===== config.mk =====
export PLATFORM = sky130hd
export DESIGN_NAME = serial_line_command_parser
export DESIGN_NICKNAME = d
export VERILOG_FILES = /design/src/rtl/slcp_pkg.sv /design/src/rtl/slcp_line.sv /design/src/rtl/slcp_decode.sv /design/src/rtl/serial_line_command_parser.sv
export SDC_FILE = /design/constraint.sdc
export NUM_CORES = 1
export LEC_CHECK = 0
export BUFFER_PORTS_ARGS = -buffer_cell sky130_fd_sc_hd__buf_2
export CAP_MARGIN = 15
export CELL_PAD_IN_SITES_DETAIL_PLACEMENT = 0
export CELL_PAD_IN_SITES_GLOBAL_PLACEMENT = 1
export CORE_MARGIN = 5
export CORE_UTILIZATION = 30
export CTS_CLUSTER_SIZE = 20
export DETAILED_ROUTE_END_ITERATION = 16
export GPL_ROUTABILITY_DRIVEN = 0
export PLACE_DENSITY_LB_ADDON = 0.1
export SLEW_MARGIN = 20
export SYNTH_ARGS = -nofsm -noshare
export SYNTH_HDL_FRONTEND = slang
export SYNTH_SLANG_ARGS = --single-unit

===== constraint.sdc =====
create_clock -name clk_i -period 5.6 [get_ports clk_i]
set_clock_uncertainty 0.1 [all_clocks]
set_input_delay 0 -clock clk_i [delete_from_list [all_inputs] [get_ports clk_i]]
set_output_delay 0 -clock clk_i [all_outputs]
set_load 0.05 [all_outputs]

===== src/rtl/slcp_pkg.sv =====
`timescale 1ns / 1ps
// ----------------------------------------------------------------------------
// slcp_pkg
// shared constants, types and the hex digit decoder for the line parser
// ----------------------------------------------------------------------------
package slcp_pkg;

  // line buffer depth and derived widths
  localparam int unsigned LineChars = 5;
  localparam int unsigned LenW      = $clog2(LineChars + 1);
  localparam int unsigned IdxW      = $clog2(LineChars);

  // characters of interest
  localparam logic [7:0] CharCr    = 8'h0D;
  localparam logic [7:0] CharLf    = 8'h0A;
  localparam logic [7:0] CharR     = 8'h52;
  localparam logic [7:0] CharC     = 8'h43;
  localparam logic [7:0] CharSpace = 8'h20;

  // result codes
  localparam logic [7:0] CodeBad     = 8'hFF;
  localparam logic [7:0] CodeNone    = 8'h00;
  localparam logic       KindOther   = 1'b0;
  localparam logic       KindCommand = 1'b1;

  // positions inside the line
  localparam logic [LenW-1:0] PrefixLen = LenW'(3);
  localparam logic [LenW-1:0] FullLen   = LenW'(5);
  localparam logic [LenW-1:0] MaxLen    = LenW'(LineChars);

  // current line as seen by the decoder
  typedef struct packed {
    logic [LineChars-1:0][7:0] chars;
    logic [LenW-1:0]           len;
  } line_t;

  // upper-case hex digit: bit 4 set means not a digit
  function automatic logic [4:0] hex_nibble(input logic [7:0] ch);
    logic [4:0] r;
    r = {1'b1, 4'h0};
    if (ch >= 8'h30 && ch <= 8'h39) begin
      r = {1'b0, ch[3:0]};
    end else if (ch >= 8'h41 && ch <= 8'h46) begin
      r = {1'b0, 4'(ch[3:0] + 4'd9)};
    end
    return r;
  endfunction

endpackage


===== src/rtl/slcp_line.sv =====
`timescale 1ns / 1ps
// ----------------------------------------------------------------------------
// slcp_line
// line buffer: stores the first characters of a line and its length
// ----------------------------------------------------------------------------
module slcp_line (
  input  logic                clk_i,
  input  logic                rst_ni,
  input  logic                push_i,
  input  logic                clear_i,
  input  logic [7:0]          rx_byte_i,
  output slcp_pkg::line_t     line_o
);

  logic [slcp_pkg::LineChars-1:0][7:0] store_q;
  logic [slcp_pkg::LenW-1:0]           len_q, len_d;
  logic                                room;

  assign room = (len_q < slcp_pkg::MaxLen);

  always_comb begin
    len_d = len_q;
    if (clear_i) begin
      len_d = '0;
    end else if (push_i && room) begin
      len_d = len_q + slcp_pkg::LenW'(1);
    end
  end

  always_ff @(posedge clk_i or negedge rst_ni) begin
    if (!rst_ni) begin
      len_q <= '0;
    end else begin
      len_q <= len_d;
    end
  end

  // payload store, no reset
  always_ff @(posedge clk_i) begin
    if (push_i && room) begin
      store_q[len_q[slcp_pkg::IdxW-1:0]] <= rx_byte_i;
    end
  end

  assign line_o.chars = store_q;
  assign line_o.len   = len_q;

endmodule


===== src/rtl/slcp_decode.sv =====
`timescale 1ns / 1ps
// ----------------------------------------------------------------------------
// slcp_decode
// prefix match and hex decode of the stored line
// ----------------------------------------------------------------------------
module slcp_decode (
  input  slcp_pkg::line_t line_i,
  output logic            kind_o,
  output logic [7:0]      command_code_o
);

  logic       prefix_ok;
  logic [4:0] hi, lo;

  assign prefix_ok = (line_i.len >= slcp_pkg::PrefixLen) &&
                     (line_i.chars[0] == slcp_pkg::CharR) &&
                     (line_i.chars[1] == slcp_pkg::CharC) &&
                     (line_i.chars[2] == slcp_pkg::CharSpace);

  assign hi = slcp_pkg::hex_nibble(line_i.chars[3]);
  assign lo = slcp_pkg::hex_nibble(line_i.chars[4]);

  always_comb begin
    kind_o         = slcp_pkg::KindOther;
    command_code_o = slcp_pkg::CodeNone;
    if (prefix_ok) begin
      kind_o         = slcp_pkg::KindCommand;
      command_code_o = slcp_pkg::CodeBad;
      if (line_i.len >= slcp_pkg::FullLen && !hi[4] && !lo[4]) begin
        command_code_o = {hi[3:0], lo[3:0]};
      end
    end
  end

endmodule


===== src/rtl/serial_line_command_parser.sv =====
`timescale 1ns / 1ps
// ----------------------------------------------------------------------------
// serial_line_command_parser
// collects received characters into a short line buffer and, on CR or LF
// ending a non-empty line, reports whether it is an "RC xx" command
// ----------------------------------------------------------------------------
//  channel  dir  handshake              payload
//  in       in   in_valid_i/in_ready_o  rx_byte_i
//  out      out  out_valid_o/out_ready_i kind_o, command_code_o
//
// one item per cycle when not stalled; each line end's result is registered
// the result sits in an output register; a new item is taken while it is
// being collected in the same cycle, so only a held result stalls the input
// reset clears the line length and the output valid; stored chars are not reset
// empty lines (e.g. LF after CR) give no result
// ----------------------------------------------------------------------------
module serial_line_command_parser (
  input  logic       clk_i,
  input  logic       rst_ni,
  input  logic       in_valid_i,
  output logic       in_ready_o,
  input  logic [7:0] rx_byte_i,
  output logic       out_valid_o,
  input  logic       out_ready_i,
  output logic       kind_o,
  output logic [7:0] command_code_o
);

  slcp_pkg::line_t line;
  logic            accept;
  logic            is_end;
  logic            fire;
  logic            dec_kind;
  logic [7:0]      dec_code;

  logic            out_valid_q, out_valid_d;
  logic            kind_q;
  logic [7:0]      code_q;

  // input taken whenever the result register is free or being emptied
  assign in_ready_o = !out_valid_q || out_ready_i;
  assign accept     = in_valid_i && in_ready_o;

  assign is_end = (rx_byte_i == slcp_pkg::CharCr) || (rx_byte_i == slcp_pkg::CharLf);

  // only a non-empty line gives a result
  assign fire = accept && is_end && (line.len != '0);

  slcp_line u_line (
    .clk_i     (clk_i),
    .rst_ni    (rst_ni),
    .push_i    (accept && !is_end),
    .clear_i   (fire),
    .rx_byte_i (rx_byte_i),
    .line_o    (line)
  );

  slcp_decode u_decode (
    .line_i         (line),
    .kind_o         (dec_kind),
    .command_code_o (dec_code)
  );

  // result register
  always_comb begin
    out_valid_d = out_valid_q;
    if (fire) begin
      out_valid_d = 1'b1;
    end else if (out_ready_i) begin
      out_valid_d = 1'b0;
    end
  end

  always_ff @(posedge clk_i or negedge rst_ni) begin
    if (!rst_ni) begin
      out_valid_q <= 1'b0;
    end else begin
      out_valid_q <= out_valid_d;
    end
  end

  always_ff @(posedge clk_i) begin
    if (fire) begin
      kind_q <= dec_kind;
      code_q <= dec_code;
    end
  end

  assign out_valid_o    = out_valid_q;
  assign kind_o         = kind_q;
  assign command_code_o = code_q;

endmodule

# ---- Word level (Yosys, flattened, before mapping)
# Index checks and enable logic that the tools add are counted.
dict set report totals {
  reg_bits 53
  latchBits 0
  mem_bits_rw 0
  romBits 0
  word_cells 67
  n_memories 0
}
dict set report classes {
  add_sub_neg 3
  n_mul 0
  div_mod_pow 0
  order_cmp 13
  n_eq_ne 5
  shift 0
  muxes 13
  n_bitwise 0
  n_reduce_logical 24
}
# operator n
set op_table {}
lappend op_table {{$bwmux 40} 1}
lappend op_table {{$demux 8 s3} 1}
lappend op_table {{$mux 5} 4}
lappend op_table {{$eq 8x4->1 const B} 2}
lappend op_table {{$eq 8x7->1 const B} 2}
lappend op_table {{$ge 8x6->1 const B} 2}
lappend op_table {{$ge 8x7->1 const B} 2}
lappend op_table {{$le 8x6->1 const B} 2}
lappend op_table {{$le 8x7->1 const B} 2}
lappend op_table {{$mux 8} 2}
lappend op_table {{$logic_and 1x1->1} 15}
lappend op_table {{$add 4x4->4 const B} 2}
lappend op_table {{$eq 8x6->1 const B} 1}
lappend op_table {{$mux 3} 2}
lappend op_table {{$logic_not 1->1} 4}
lappend op_table {{$lt 3x4->1 const B} 1}
lappend op_table {{$reduce_bool 2->1} 2}
lappend op_table {{$add 3x1->3 const B} 1}
lappend op_table {{$ge 3x1->1 const B} 1}
lappend op_table {{$ge 3x2->1 const B} 1}
lappend op_table {{$ge 3x3->1 const B} 1}
lappend op_table {{$lt 3x3->1 const B} 1}
lappend op_table {{$mux 1} 3}
lappend op_table {{$reduce_bool 3->1} 1}
lappend op_table {{$logic_or 1x1->1} 2}

# ---- Logic depth before layout (Yosys ltp)
dict set report depth {
  word_depth 8
  depth_mapped 7
  mapped_depth_nobuf 6
}

# ---- Modules after synthesis
# From an unflattened synthesis, not the netlist that was laid out.
dict set report unflattened {
  cells_unflattened 155
  area_unflattened_um2 2292.2
}
# mod n_inst cells_per_inst area_per_inst_um2 seq_area_each_um2
set modules_own_cells {}
lappend modules_own_cells {slcp_line 1 64 1402.6 1276.2}
lappend modules_own_cells {slcp_decode 1 72 528.0 0.0}
lappend modules_own_cells {serial_line_command_parser 1 19 361.6 295.3}

# ---- Worst setup path after synthesis
# OpenSTA, ideal clock, no wires.
dict set report synth_timing {
  path_kind {register -> register}
  start {reg out_valid_q (netlist: out_valid_o)}
  end {reg u_line.store_q, in the netlist u_line.line_o[19], enable pin}
  arrival_time_ns 2.019
  required_ns 5.117
  slack_ns 3.098
  path_stages_with_launch 4
  n_path_buf 0
  period_less_slack_ns 2.502
  path_cell_list {dfrtp_1 > nand2b_1 > nand4_1 > nor3_1}
}
dict set report synth_between {
  elab_chain_len 5
}
# item line_no
set synth_rtl {}
lappend synth_rtl {{start: declaration} serial_line_command_parser.sv:36} ;# logic out_valid_q, out_valid_d;
lappend synth_rtl {{start signal: assignment} serial_line_command_parser.sv:78} ;# out_valid_q <= out_valid_d;
lappend synth_rtl {{$logic_not 1->1} serial_line_command_parser.sv:41} ;# assign in_ready_o = !out_valid_q || out_ready_i;
lappend synth_rtl {{$logic_or 1x1->1} serial_line_command_parser.sv:41}
lappend synth_rtl {{named net in_ready_o} serial_line_command_parser.sv:21} ;# output logic in_ready_o,
lappend synth_rtl {{$logic_and 1x1->1} serial_line_command_parser.sv:42} ;# assign accept = in_valid_i && in_ready_o;
lappend synth_rtl {{$logic_and 1x1->1} serial_line_command_parser.sv:52} ;# .push_i (accept && !is_end),
lappend synth_rtl {{$logic_and 1x1->1} slcp_line.sv:40} ;# if (push_i && room) begin
lappend synth_rtl {{end signal: indexed assignment} slcp_line.sv:41} ;# store_q[len_q[slcp_pkg::IdxW-1:0]] <= rx_byte_i;
lappend synth_rtl {{end: declaration} slcp_line.sv:15} ;# logic [slcp_pkg::LineChars-1:0][7:0] store_q;
# The timed path passes the listed nets, and every way through them passes these cells.
# A chain may end at the register's enable or synchronous reset.

# ---- Worst setup path after layout
dict set report layout_timing {
  start {in rx_byte_i[6]}
  end {reg kind_q (netlist: kind_o), enable pin}
}
dict set report layout_between {
  elab_chain_len 4
  word_cells_on_any_way 5
  cone_classes {eq/ne: 2; reduce/logical: 3}
}
# item line_no
set layout_rtl {}
lappend layout_rtl {{start: declaration} serial_line_command_parser.sv:22} ;# input logic [7:0] rx_byte_i,
lappend layout_rtl {{$eq 8x4->1} serial_line_command_parser.sv:44} ;# assign is_end = (rx_byte_i == slcp_pkg::CharCr) || (rx_byte_i == slcp_pkg::CharLf);
lappend layout_rtl {{$logic_or 1x1->1 *} serial_line_command_parser.sv:44}
lappend layout_rtl {{$logic_and 1x1->1 * (2 in a row)} serial_line_command_parser.sv:47} ;# assign fire = accept && is_end && (line.len != '0);
lappend layout_rtl {{named net fire} serial_line_command_parser.sv:32} ;# logic fire;
lappend layout_rtl {{end signal: assignment} serial_line_command_parser.sv:84} ;# kind_q <= dec_kind;
lappend layout_rtl {{end: declaration} serial_line_command_parser.sv:37} ;# logic kind_q;
# Mark *: on every way through the listed nets, which the timed path passes. The rest lies on a longest branch.

==> run metrics <==
status completed; Max-cap violations 0; Leakage slightly above 1 nW; CTS tree built; post-synth top area cell edfxtp_1; Peak VDD IR roughly 0.15 mV; RSZ-0062 raised after global routing false; CTS Buffer Depth 2; gr ovfl total 0; post-detail-place hpwl 3390 µm; Die Y roughly 100 µm; initial antenna violation count 0; Post-Route WL between 4000 and 5000 µm; Final Cycle Share 0.410; Layout Nets approximately 220; CP startpoint kind primary input; num rows 32; vias in the first global route around 1,500; Critical Path RT about 5.5 ns; Crit. End Element register; Final setup viols 0; CTS Hold Bufs 12; synth-to-layout area growth 19.8%; Fin. Hold Viols 0; synthesized area per cell 14.6 µm²; first-pass GRT wire length around 7600 µm; Setup Buffers After CTS 0; most common cell in the netlist edfxtp_1; post-route DRC violation count 0; Gate Count Post-Synth about 160; H-Tree Depth 2; final setup TNS 0 ns; post-synthesis cell type count 39; Sinks on Clock Net 53; Ports 23; sequential area share after synthesis 0.683; Ant. Diodes 0; Port Buffers 22; crit path DAT about 2.2 ns; DRT iter0 DRCs 32; Post-synth EDFFs approximately 50; P per Cell Area a little under 300 nW/µm²; TritonCTS Buffers 5; Reg clk slew, reported paths 0.10 ns; Initial Util 0.302; total power ~800 µW; Hold/Removal Path Class primary input to register; CORE AREA 7610 µm²; Post-CTS Resized 0; top post-synthesis cells by area edfxtp_1 (64%), ha_1 (6.0%), dfrtp_1 (4.4%); Syn. warnings 0; CP Max Fanout 10; achievable frequency 0.435 GHz; clock root cell clkbuf_8; share of cells above drive strength 1 0.193; full die area ~9500 µm²; die width between 90 and 100 µm; main flop type after synthesis edfxtp_1; DR pass1 iterations 4; Yosys reg bits 53; Clock Latency Late Sink 0.30 ns; Rel. slew slack 0.343; Routed Antenna Nets 0; Via density roughly 4.8; crit path time final 2.30 ns; top post-synthesis cells by count edfxtp_1 (49), ha_1 (11), a21oi_1 (9), inv_1 (9), nand2_1 (8); Total Routing Usage GR 0.101; largest net degree at the start of global routing 18; Synth async-reset ratio 0.0755; area share of the largest cell type after synthesis 0.640; critical path type primary input to register; Vias 1,422; Worst Tran Pin Value 0.979 ns; Post-Syn Nets between 150 and 200; cell area after synthesis approximately 2300 µm²; Avg WL per Cell around 16 µm; max-slew violation total from the final report 0
==> cell type report <==
class / instances / area (µm²)
tap: 102 / 128
sequential: 53 / 1570
multi-input combinational: 93 / 702
inverter: 9 / 33.8
clock inverter: 3 / 21.3
fill: 756 / 4850
timing repair buffer: 34 / 230
clock buffer: 5 / 68.8
==> path summary, 6_finish.rpt <==
kind	cells past startpoint	slack, ns	to	startpoint
max	6	3.30	kind_o	rx_byte_i[6]
min	2	0.41	u_line.line_o[19]	rx_byte_i[0]
max reg2reg	6	3.43	command_code_o[3]	u_line.line_o[36]
min reg2reg	2	0.52	out_valid_o	out_valid_o
max in group asynchronous	3	4.75	u_line.len_q[0]	rst_ni
min in group asynchronous	3	0.48	out_valid_o	rst_ni
==> cell usage in the layout (no fill, tap or decap), drive strengths merged, types with 2 or more instances in the layout <==
cell type	instances
edfxtp	49
buf	22
dlygate4sd3	12
ha	11
inv	10
a21oi	9
nand2	8
nor2	6
clkbuf	5
or3b	5
nor3	5
nor4b	4
a41oi	4
dfrtp	4
o21bai	3
nor3b	3
a31oi	3
nand3b	2
a211o	2
nand3	2
nand4	2
nand4bb	2
and4	2
nor2b	2
o21ai	2
a22oi	2
==> cells by family after synthesis <==
group / after synthesis / share of synthesized area
adders and majority gates: 11 / 0.0598
and+or+nand+nor: 49 / 0.137
DFF: 53 / 0.683
buffers and inverters: 11 / 0.0180
AOI/OAI and AO/OA: 31 / 0.0936
muxes: 1 / 0.00490
xor gates and xnor gates: 1 / 0.00381
==> routing by layer <==
metal  track usage  wire [µm]  vias to the layer above
met2         0.183       2430                       25
met5             0          0                        -
met1         0.120       2120                      699
met3        0.0251        144                        2
met4        0.0224         25                        0
li1              -          -                      696
==> state kept, by name, summed over array words and instances, names as in the netlist <==
| register | cells |
|---|---|
| u_line.line_o | 40 |
| command_code_o | 8 |
| u_line.len_q | 3 |
| kind_o | 1 |
| out_valid_o | 1 |
==> worst max-delay path, cell delays in order <==
cell and delay [ns]:
dlygate4sd3_1 0.53, buf_2 0.17, or4b_1 0.52, a211o_1 0.31, a211o_1 0.29, inv_1 0.32
==> per-stage QoR <==
| stage | hold slack, ns | cell area, µm² | std cells | utilization | setup WS, ns |
|---|---|---|---|---|---|
| finish | 0.409 | 2760 | 299 | 0.362 | 3.30 |
| global route | 0.400 | 2760 | 299 | 0.362 | 3.20 |
| CTS | 0.399 | 2740 | 299 | 0.360 | 3.15 |
| detailed placement | -0.288 | 2530 | 279 | 0.333 | 3.35 |
| global placement | -0.291 | 2530 | 279 | 0.333 | 3.41 |
| floorplan | -0.396 | 2300 | 157 | - | 3.10 |
==> report_power, final <==
group / internal [mW] / switching [mW]
Clock: 0.0889 / 0.123
Combinational: 0.0434 / 0.0687
Sequential: 0.461 / 0.0264
Total: 0.593 / 0.218
Power figures use the tool's default switching activity.
